### src/mbra_pkg.sv
// shared types, codes and helpers for the median batch response averager
package mbra_pkg;

    // batch store depth
    localparam int unsigned MaxBatch = 16;
    localparam int unsigned IdxW     = $clog2(MaxBatch);

    // divider runs one quotient bit per cycle
    localparam int unsigned DivSteps = 32;
    localparam int unsigned DivCntW  = $clog2(DivSteps);

    // register reset values
    localparam logic [4:0]  BATCH_SIZE_RST    = 5'd8;
    localparam logic [31:0] SYNC_INTERVAL_RST = 32'd1000000;

    // configuration register indexes
    typedef enum logic {
        REG_BATCH_SIZE    = 1'b0,
        REG_SYNC_INTERVAL = 1'b1
    } t_reg_idx;

    // input commands
    typedef enum logic [1:0] {
        CMD_START  = 2'd0,
        CMD_FINISH = 2'd1,
        CMD_SYNC   = 2'd2,
        CMD_FINAL  = 2'd3
    } t_cmd;

    // controller states
    typedef enum logic [1:0] {
        ST_IDLE = 2'd0,
        ST_DIV  = 2'd1,
        ST_DONE = 2'd2
    } t_state;

    // input item
    typedef struct packed {
        logic [1:0]  cmd;
        logic [47:0] now_us;
        logic [31:0] ping_us;
    } t_in_item;

    // result item
    typedef struct packed {
        logic [31:0] avg_latency_us;
        logic [31:0] report_count;
        logic        from_ping;
    } t_out_item;

    // controller to datapath
    typedef struct packed {
        logic accept;
        logic div_step;
    } t_ctl_cmd;

    // datapath to controller
    typedef struct packed {
        logic div_req;
        logic ping_req;
    } t_dp_stat;

    // batch size clamped to 1..MaxBatch
    function automatic logic [4:0] eff_size(input logic [4:0] bs);
        logic [4:0] r;
        if (bs == 5'd0) begin
            r = 5'd1;
        end else if (bs > 5'(MaxBatch)) begin
            r = 5'(MaxBatch);
        end else begin
            r = bs;
        end
        return r;
    endfunction

endpackage

### src/median_batch_response_averager.sv
// top level of the median batch response averager
//
// Start, finish and sync commands yield no result unless a sync reports. A
// ping fallback report is ready in the cycle after the item is taken; a mean
// of medians report waits for the serial restoring divider, which produces
// one quotient bit per cycle. The block takes one item at a time and takes
// no new item until the result has been taken. Batch latencies are kept as
// a sorted row of 16 cells updated by insertion, so the upper median is
// known as the batch fills. Configuration writes are taken at any time and
// should be made only while the block is idle.
module median_batch_response_averager (
    input  logic                i_clk,
    input  logic                i_rst_n,
    input  logic                i_in_valid,
    output logic                o_in_ready,
    input  mbra_pkg::t_in_item  i_in_data,
    output logic                o_out_valid,
    input  logic                i_out_ready,
    output mbra_pkg::t_out_item o_out_data,
    input  logic                i_cfg_valid,
    output logic                o_cfg_ready,
    input  logic                i_cfg_index,
    input  logic [31:0]         i_cfg_data
);

    mbra_pkg::t_ctl_cmd ctl_cmd;
    mbra_pkg::t_dp_stat dp_stat;

    assign o_cfg_ready = 1'b1;

    // control
    mbra_ctrl u_ctrl (
        .i_clk       (i_clk),
        .i_rst_n     (i_rst_n),
        .i_in_valid  (i_in_valid),
        .o_in_ready  (o_in_ready),
        .o_out_valid (o_out_valid),
        .i_out_ready (i_out_ready),
        .i_stat      (dp_stat),
        .o_cmd       (ctl_cmd)
    );

    // datapath
    mbra_dp u_dp (
        .i_clk       (i_clk),
        .i_rst_n     (i_rst_n),
        .i_item      (i_in_data),
        .i_cfg_we    (i_cfg_valid),
        .i_cfg_index (i_cfg_index),
        .i_cfg_data  (i_cfg_data),
        .i_cmd       (ctl_cmd),
        .o_stat      (dp_stat),
        .o_result    (o_out_data)
    );

endmodule

### src/mbra_ctrl.sv
// controller state machine for the median batch response averager
module mbra_ctrl (
    input  logic                i_clk,
    input  logic                i_rst_n,
    input  logic                i_in_valid,
    output logic                o_in_ready,
    output logic                o_out_valid,
    input  logic                i_out_ready,
    input  mbra_pkg::t_dp_stat  i_stat,
    output mbra_pkg::t_ctl_cmd  o_cmd
);

    mbra_pkg::t_state r_state, n_state;
    logic [mbra_pkg::DivCntW-1:0] r_cnt, n_cnt;
    logic div_last;

    assign div_last = (r_cnt == mbra_pkg::DivCntW'(mbra_pkg::DivSteps - 1));

    // state and step counter
    always_ff @(posedge i_clk) begin
        if (!i_rst_n) begin
            r_state <= mbra_pkg::ST_IDLE;
            r_cnt   <= '0;
        end else begin
            r_state <= n_state;
            r_cnt   <= n_cnt;
        end
    end

    // next state
    always_comb begin
        n_state = r_state;
        n_cnt   = r_cnt;
        case (r_state)
            mbra_pkg::ST_IDLE: begin
                n_cnt = '0;
                if (i_in_valid) begin
                    if (i_stat.div_req) begin
                        n_state = mbra_pkg::ST_DIV;
                    end else if (i_stat.ping_req) begin
                        n_state = mbra_pkg::ST_DONE;
                    end
                end
            end
            mbra_pkg::ST_DIV: begin
                n_cnt = r_cnt + 1'b1;
                if (div_last) begin
                    n_state = mbra_pkg::ST_DONE;
                end
            end
            mbra_pkg::ST_DONE: begin
                if (i_out_ready) begin
                    n_state = mbra_pkg::ST_IDLE;
                end
            end
            default: begin
                n_state = mbra_pkg::ST_IDLE;
            end
        endcase
    end

    // outputs
    always_comb begin
        o_in_ready     = 1'b0;
        o_out_valid    = 1'b0;
        o_cmd.accept   = 1'b0;
        o_cmd.div_step = 1'b0;
        case (r_state)
            mbra_pkg::ST_IDLE: begin
                o_in_ready   = 1'b1;
                o_cmd.accept = i_in_valid;
            end
            mbra_pkg::ST_DIV: begin
                o_cmd.div_step = 1'b1;
            end
            mbra_pkg::ST_DONE: begin
                o_out_valid = 1'b1;
            end
            default: begin
                o_in_ready = 1'b0;
            end
        endcase
    end

`ifndef SYNTHESIS
    // the last divide step hands over to the result
    a_div_done: assert property (@(posedge i_clk) disable iff (!i_rst_n)
        (r_state == mbra_pkg::ST_DIV && div_last) |=> (r_state == mbra_pkg::ST_DONE))
        else $error("divide did not finish into result state");

    // no new item while a result waits
    a_one_item: assert property (@(posedge i_clk) disable iff (!i_rst_n)
        o_out_valid |-> !o_in_ready)
        else $error("input ready while result pending");

    // an item with no report leaves the block idle
    a_no_report: assert property (@(posedge i_clk) disable iff (!i_rst_n)
        (o_cmd.accept && !i_stat.div_req && !i_stat.ping_req)
        |=> (r_state == mbra_pkg::ST_IDLE))
        else $error("silent item left the block busy");
`endif

endmodule

### src/mbra_dp.sv
// datapath: latency capture, sorted batch, median sum and serial divider
module mbra_dp (
    input  logic                i_clk,
    input  logic                i_rst_n,
    input  mbra_pkg::t_in_item  i_item,
    input  logic                i_cfg_we,
    input  logic                i_cfg_index,
    input  logic [31:0]         i_cfg_data,
    input  mbra_pkg::t_ctl_cmd  i_cmd,
    output mbra_pkg::t_dp_stat  o_stat,
    output mbra_pkg::t_out_item o_result
);

    localparam int unsigned N = mbra_pkg::MaxBatch;
    localparam int unsigned IdxW_L = mbra_pkg::IdxW;

    // configuration
    logic [4:0]  r_batch_size;
    logic [31:0] r_interval;

    // control state
    logic [47:0] r_pending;
    logic        r_start_valid;
    logic [4:0]  r_fill;
    logic [63:0] r_sum;
    logic [31:0] r_count;
    logic [47:0] r_deadline;
    logic        r_has_reported;

    // sorted batch cells
    logic [31:0] r_sorted [N];
    logic [31:0] n_sorted [N];

    // divider and result
    logic [31:0] r_rem, r_lo, r_div, r_q, r_rcount;
    logic        r_from_ping;

    logic [4:0]  size_n, fill_eff, fill_inc;
    logic [IdxW_L-1:0] med_idx;
    logic [48:0] lat_diff;
    logic [31:0] lat;
    logic        le [N];
    logic [31:0] median;
    logic        batch_full;
    logic [48:0] rearm_sum;
    logic [47:0] rearm;
    logic        reached, is_sync, report, div_req, ping_req;
    logic [32:0] div_t, div_sub;

    // latency, saturated at 32 bits, zero when time runs backwards
    assign lat_diff = {1'b0, i_item.now_us} - {1'b0, r_pending};
    always_comb begin
        if (lat_diff[48]) begin
            lat = '0;
        end else if (lat_diff[47:32] != '0) begin
            lat = '1;
        end else begin
            lat = lat_diff[31:0];
        end
    end

    // batch fill, dropping a partial batch that outgrew the size
    assign size_n   = mbra_pkg::eff_size(r_batch_size);
    assign fill_eff = (r_fill >= size_n) ? 5'd0 : r_fill;
    assign fill_inc = fill_eff + 5'd1;
    assign batch_full = (fill_inc == size_n);
    assign med_idx  = IdxW_L'(size_n >> 1);

    // insertion into the sorted row of cells
    always_comb begin
        for (int i = 0; i < N; i++) begin
            le[i] = (r_sorted[i] <= lat);
        end
        for (int i = 0; i < N; i++) begin
            if ((5'(i) > fill_eff) || ((5'(i) < fill_eff) && le[i])) begin
                n_sorted[i] = r_sorted[i];
            end else if (i == 0) begin
                n_sorted[i] = lat;
            end else if (le[(i == 0) ? 0 : i - 1]) begin
                n_sorted[i] = lat;
            end else begin
                n_sorted[i] = r_sorted[(i == 0) ? 0 : i - 1];
            end
        end
    end
    assign median = n_sorted[med_idx];

    // deadline test and rearm time
    assign rearm_sum = {1'b0, i_item.now_us} + {17'd0, r_interval};
    assign rearm     = rearm_sum[48] ? '1 : rearm_sum[47:0];
    assign reached   = (r_deadline < i_item.now_us);
    assign is_sync   = i_item.cmd[1];
    assign report    = is_sync && (reached || (i_item.cmd == mbra_pkg::CMD_FINAL));
    assign div_req   = report && (r_count != '0);
    assign ping_req  = report && (r_count == '0) && (reached || !r_has_reported);

    assign o_stat.div_req  = div_req;
    assign o_stat.ping_req = ping_req;

    // configuration registers
    always_ff @(posedge i_clk) begin
        if (!i_rst_n) begin
            r_batch_size <= mbra_pkg::BATCH_SIZE_RST;
            r_interval   <= mbra_pkg::SYNC_INTERVAL_RST;
        end else if (i_cfg_we) begin
            if (i_cfg_index == mbra_pkg::REG_BATCH_SIZE) begin
                r_batch_size <= i_cfg_data[4:0];
            end else begin
                r_interval <= i_cfg_data;
            end
        end
    end

    // statistics state
    always_ff @(posedge i_clk) begin
        if (!i_rst_n) begin
            r_pending      <= '0;
            r_start_valid  <= 1'b0;
            r_fill         <= '0;
            r_sum          <= '0;
            r_count        <= '0;
            r_deadline     <= {16'd0, mbra_pkg::SYNC_INTERVAL_RST};
            r_has_reported <= 1'b0;
        end else if (i_cmd.accept) begin
            case (i_item.cmd)
                mbra_pkg::CMD_START: begin
                    r_pending     <= i_item.now_us;
                    r_start_valid <= 1'b1;
                end
                mbra_pkg::CMD_FINISH: begin
                    if (r_start_valid) begin
                        r_start_valid <= 1'b0;
                        if (batch_full) begin
                            r_fill <= '0;
                            if (r_count != '1) begin
                                r_sum   <= r_sum + {32'd0, median};
                                r_count <= r_count + 32'd1;
                            end
                        end else begin
                            r_fill <= fill_inc;
                        end
                    end
                end
                default: begin
                    if (reached || div_req || ping_req) begin
                        r_deadline <= rearm;
                    end
                    if (div_req || ping_req) begin
                        r_has_reported <= 1'b1;
                        r_fill         <= '0;
                        r_sum          <= '0;
                        r_count        <= '0;
                    end
                end
            endcase
        end
    end

    // sorted cells take the new latency on a finish
    always_ff @(posedge i_clk) begin
        if (i_cmd.accept && (i_item.cmd == mbra_pkg::CMD_FINISH) && r_start_valid) begin
            for (int i = 0; i < N; i++) begin
                r_sorted[i] <= n_sorted[i];
            end
        end
    end

    // restoring divide step: quotient fits in 32 bits since sum < count * 2^32
    assign div_t   = {r_rem, r_lo[31]};
    assign div_sub = div_t - {1'b0, r_div};

    // divider and result registers
    always_ff @(posedge i_clk) begin
        if (i_cmd.accept && div_req) begin
            r_rem       <= r_sum[63:32];
            r_lo        <= r_sum[31:0];
            r_div       <= r_count;
            r_rcount    <= r_count;
            r_from_ping <= 1'b0;
        end else if (i_cmd.accept && ping_req) begin
            r_q         <= i_item.ping_us;
            r_rcount    <= 32'd1;
            r_from_ping <= 1'b1;
        end else if (i_cmd.div_step) begin
            r_lo <= {r_lo[30:0], 1'b0};
            if (!div_sub[32]) begin
                r_rem <= div_sub[31:0];
                r_q   <= {r_q[30:0], 1'b1};
            end else begin
                r_rem <= div_t[31:0];
                r_q   <= {r_q[30:0], 1'b0};
            end
        end
    end

    assign o_result.avg_latency_us = r_q;
    assign o_result.report_count   = r_rcount;
    assign o_result.from_ping      = r_from_ping;

endmodule
### config.mk
export PLATFORM = sky130hd
export DESIGN_NAME = median_batch_response_averager
export DESIGN_NICKNAME = d
export VERILOG_FILES = /design/src/mbra_pkg.sv /design/src/median_batch_response_averager.sv /design/src/mbra_ctrl.sv /design/src/mbra_dp.sv
export SDC_FILE = /design/constraint.sdc
export NUM_CORES = 2
export LEC_CHECK = 0
export CORE_MARGIN = 2
export CORE_UTILIZATION = 40
export CTS_CLUSTER_SIZE = 30
export DETAILED_ROUTE_END_ITERATION = 8
export DONT_BUFFER_PORTS = 1
export PLACE_DENSITY = 0.53
export SKIP_LAST_GASP = 1
export SLEW_MARGIN = 0
export SYNTH_ARGS = -nofsm -noshare
export SYNTH_HDL_FRONTEND = slang
export SYNTH_SLANG_ARGS = --single-unit
export TNS_END_PERCENT = 30
### constraint.sdc
create_clock -name i_clk -period 61.4 [get_ports i_clk]
set_clock_uncertainty 0.1 [all_clocks]
set_input_delay 6.14 -clock i_clk [delete_from_list [all_inputs] [get_ports i_clk]]
set_output_delay 6.14 -clock i_clk [all_outputs]
set_load 0.01 [all_outputs]
==> impl_metrics.py <==
metrics = {
    "worst_setup_path": {
        "arrival_ns": 20.17,
        "cp_common_cell": "a21o_1",
        "cp_slowest_cell": "a221oi_1",
        "reg2reg_depth": 44,
        "endpoint_kind": "flip-flop",
        "crit_path_start_kind": "primary input",
        "cp.required_ns": 61.88,
        "r2r-end": "u_dp.r_sum[57]$_SDFFE_PN0P_",
        "crit_type": "in -> reg",
        "ff2ff_setup_slack_ns": 46.74,
        "critPathMaxFanout": 26,
        "crit_start": "i_in_data[36]",
        "critPathMaxStageDelay_ns": 1.04,
        "r2r_start": "u_dp.r_pending[2]$_SDFFE_PN0P_",
    },
    "die": {
        "ios": 188,
        "die_area_sq_um": 126000,
        "dieHeight_um": 355,
        "start_util_pct": 40.4,
        "rows": 128,
        "core-area_sq_um": 122000,
        "die_x_um": 355,
    },
    "sta": {
        "hold_violations": 0,
        "setup_tns_ns": 0,
        "fmax_mhz": 50.8,
        "max_slew.worst_pin.slew_ns": 1.42,
        "rsz0062_at_grt": "false",
        "finalCriticalPeriod_ns": 19.68,
        "fin_crit_sh_pct": 32.1,
        "slew_headroom_pct": 4.14,
        "setup_viol": 0,
        "drv_slew": 0,
    },
    "synthesis": {
        "netlist_instances": 5657,
        "avgSynthCellArea_sq_um": 8.71,
        "synth.area.top_cells": "edfxtp_1, ha_1, dfxtp_1",
        "synth_ff_type": "edfxtp_1",
        "synth_largest_area_cell": "edfxtp_1",
        "synth_seq_cells": 692,
        "syn_nets": 6279,
        "synth_area_sq_um": 49200,
        "synthArstFlopShare_pct": 0,
        "yosysUniqueCellTypes": 91,
        "synth_most_common_cell": "nand2_1",
        "synth_top_area_share_pct": 27.3,
        "yosysWarnings": 0,
        "synth_edf_count": 448,
        "synth-seq-area-share_pct": 37.2,
        "synthTopCellsByCount": "nand2_1, a21oi_1, ha_1",
    },
    "routing": {
        "drc_errors": 0,
        "viasPerCell": 6.27,
        "drt-pass1-iter-count": 6,
        "drt_iter0_markers": 6163,
        "routedWlPerCell_um": 28.7,
        "routed-via-count": 45700,
        "ant_nets": 0,
        "wirelength_mm": 209,
    },
    "cts": {
        "ctsHoldBuffers": 0,
        "h-tree-depth": 3,
        "clk_latency_ns": 0.73,
        "clock-sinks": 692,
        "cts_setup_buffers": 0,
        "root_buffer": "clkbuf_16",
        "clk_pin_slew_ns": 0.06,
        "cts_tree": "built",
        "cts_resized": 0,
        "numCtsBuffers": 88,
        "cts_buffer_depth": 3,
    },
    "placement": {
        "portBuffers": 0,
        "hpwl_mm": 151,
        "dp_cells": 7098,
        "globalplace.congestion": 1.04,
    },
    "min_path": {
        "min_to": "u_dp.r_pending[41]$_SDFFE_PN0P_",
        "hold_depth": 2,
        "hold_path_class": "reg -> reg",
        "min_from": "u_dp.r_pending[41]$_SDFFE_PN0P_",
    },
    "global_route": {
        "grt_pass1_wl_mm": 300,
        "antenna_found_initial": 17,
        "grt_pass1_vias": 42600,
        "overflow": 0,
        "grt_max_degree": 168,
        "grt_usage_pct": 32.1,
    },
    "job": {
        "cap_violations": 0,
    },
    "power_and_ir_drop": {
        "power.total_uw": 1360,
        "power.leakage_uw": 0.0212,
        "powerDensity_nw_per_um2": 25.0,
        "ir_drop_uv": 22.5,
    },
    "layout": {
        "fin_cells": 7281,
        "drive_gt1_share_pct": 7.36,
        "syn_to_final_growth_pct": 10.5,
        "fillers": 12000,
        "final_util_pct": 44.6,
        "nets": 6185,
    },
    "run_status": {
        "status": "completed",
    },
}
-- flip-flops by register name (all words and copies together) (netlist names), 2 cells and up --
signal,count
u_dp.r_count,32
u_dp.r_rcount,32
u_dp.r_fill,5
u_dp.r_q,32
u_dp.r_lo,32
u_dp.r_batch_size,5
u_dp.r_rem,32
u_dp.r_pending,48
u_dp.r_deadline,48
u_dp.r_div,32
u_dp.r_sorted,288
u_dp.r_sum,64
u_ctrl.r_cnt,5
u_dp.r_interval,32
u_ctrl.r_state,2
-- worst max-delay path, delay by kind of cell --
kind | cells | cell delay, ns
adder cells (fa/ha/maj) | 3 | 1.06
AND/OR/NAND/NOR | 13 | 3.74
buffers and inverters | 3 | 1.42
multiplexers | 1 | 0.18
AO/OA/AOI/OAI | 21 | 7.19
XOR/XNOR | 2 | 0.34
-- stage by stage --
step	setup slack (ns)	cell area [sq um]	hold WS (ns)
final	41.72	54400	0.353
after detailed placement	41.44	51300	0.347
after CTS	42.14	54400	0.355
after floorplan	32.85	49200	0.326
after global routing	41.05	54400	0.370
after global placement	40.84	51300	0.342
-- cell type report --
cell class,instances,area [sq um],area share (%)
clock inverters,44,613,1.13
inverters,246,926,1.70
well taps,1625,2030,3.74
multi-input cells,4411,29100,53.4
repair buffers,124,956,1.76
clock buffers,121,2450,4.49
flip-flops and latches,692,18300,33.7
diodes,18,45.0,0.0828
-- worst max path at each step --
stage                                        endpoint  slack, ns  cells after the start
after global placement    u_dp.r_sum[57]$_SDFFE_PN0P_      40.84                     48
after CTS                 u_dp.r_sum[57]$_SDFFE_PN0P_      42.14                     45
after floorplan           u_dp.r_fill[4]$_SDFFE_PN0P_      32.85                      5
final                     u_dp.r_sum[57]$_SDFFE_PN0P_      41.72                     43
after detailed placement  u_dp.r_sum[57]$_SDFFE_PN0P_      41.44                     45
after global routing      u_dp.r_sum[57]$_SDFFE_PN0P_      41.05                     45
-- logic make-up (layout without fill, tap and decap cells) --
family / after synthesis / in the layout / share of synthesized area, %
AOI/OAI and AO/OA: 1733 / 1733 / 21.9
muxes: 147 / 147 / 3.13
and+or+nand+nor: 1840 / 1840 / 17.3
xor gates and xnor gates: 188 / 188 / 3.34
buffers and inverters: 554 / 535 / 4.32
other: 1 / 19 / 0.00761
adders and majority gates: 502 / 502 / 12.8
DFF: 692 / 692 / 37.2
-- power by group --
group	internal, uW	switching, uW
combinational	93.2	200
sequential	503	8.36
clock	321	233
total	918	442
-- layer usage --
metal / vias up / GRT usage (%) / share of wire, %
met2: 2647 / 46.1 / 41
met4: 12 / 16.7 / 5.8
li1: 20700 / - / -
met5: - / 0 / 0.038
met1: 21800 / 43.1 / 42
met3: 595 / 10.1 / 12
-- cells in the final DEF, fill, tap and decap left out, types with 39 or more instances in the layout --
master and instances:
mux2i_1 99, o211ai_1 69, a31oi_1 44, dfxtp_1 243
nand2b_1 46, edfxtp_1 448, a21o_1 170, xor2_1 90
and2_1 55, and3_1 65, clkbuf_16 88, a21oi_1 630
a211oi_1 51, o22ai_1 39, nor3_1 136, buf_4 122
mux2_2 47, nor2_1 426, nor2b_1 45, nand3_1 146
o21a_1 41, nand4_1 99, nand2_1 677, inv_1 239
o21ai_0 369, ha_1 498, xnor2_1 96
Power figures use the tool's default switching activity.
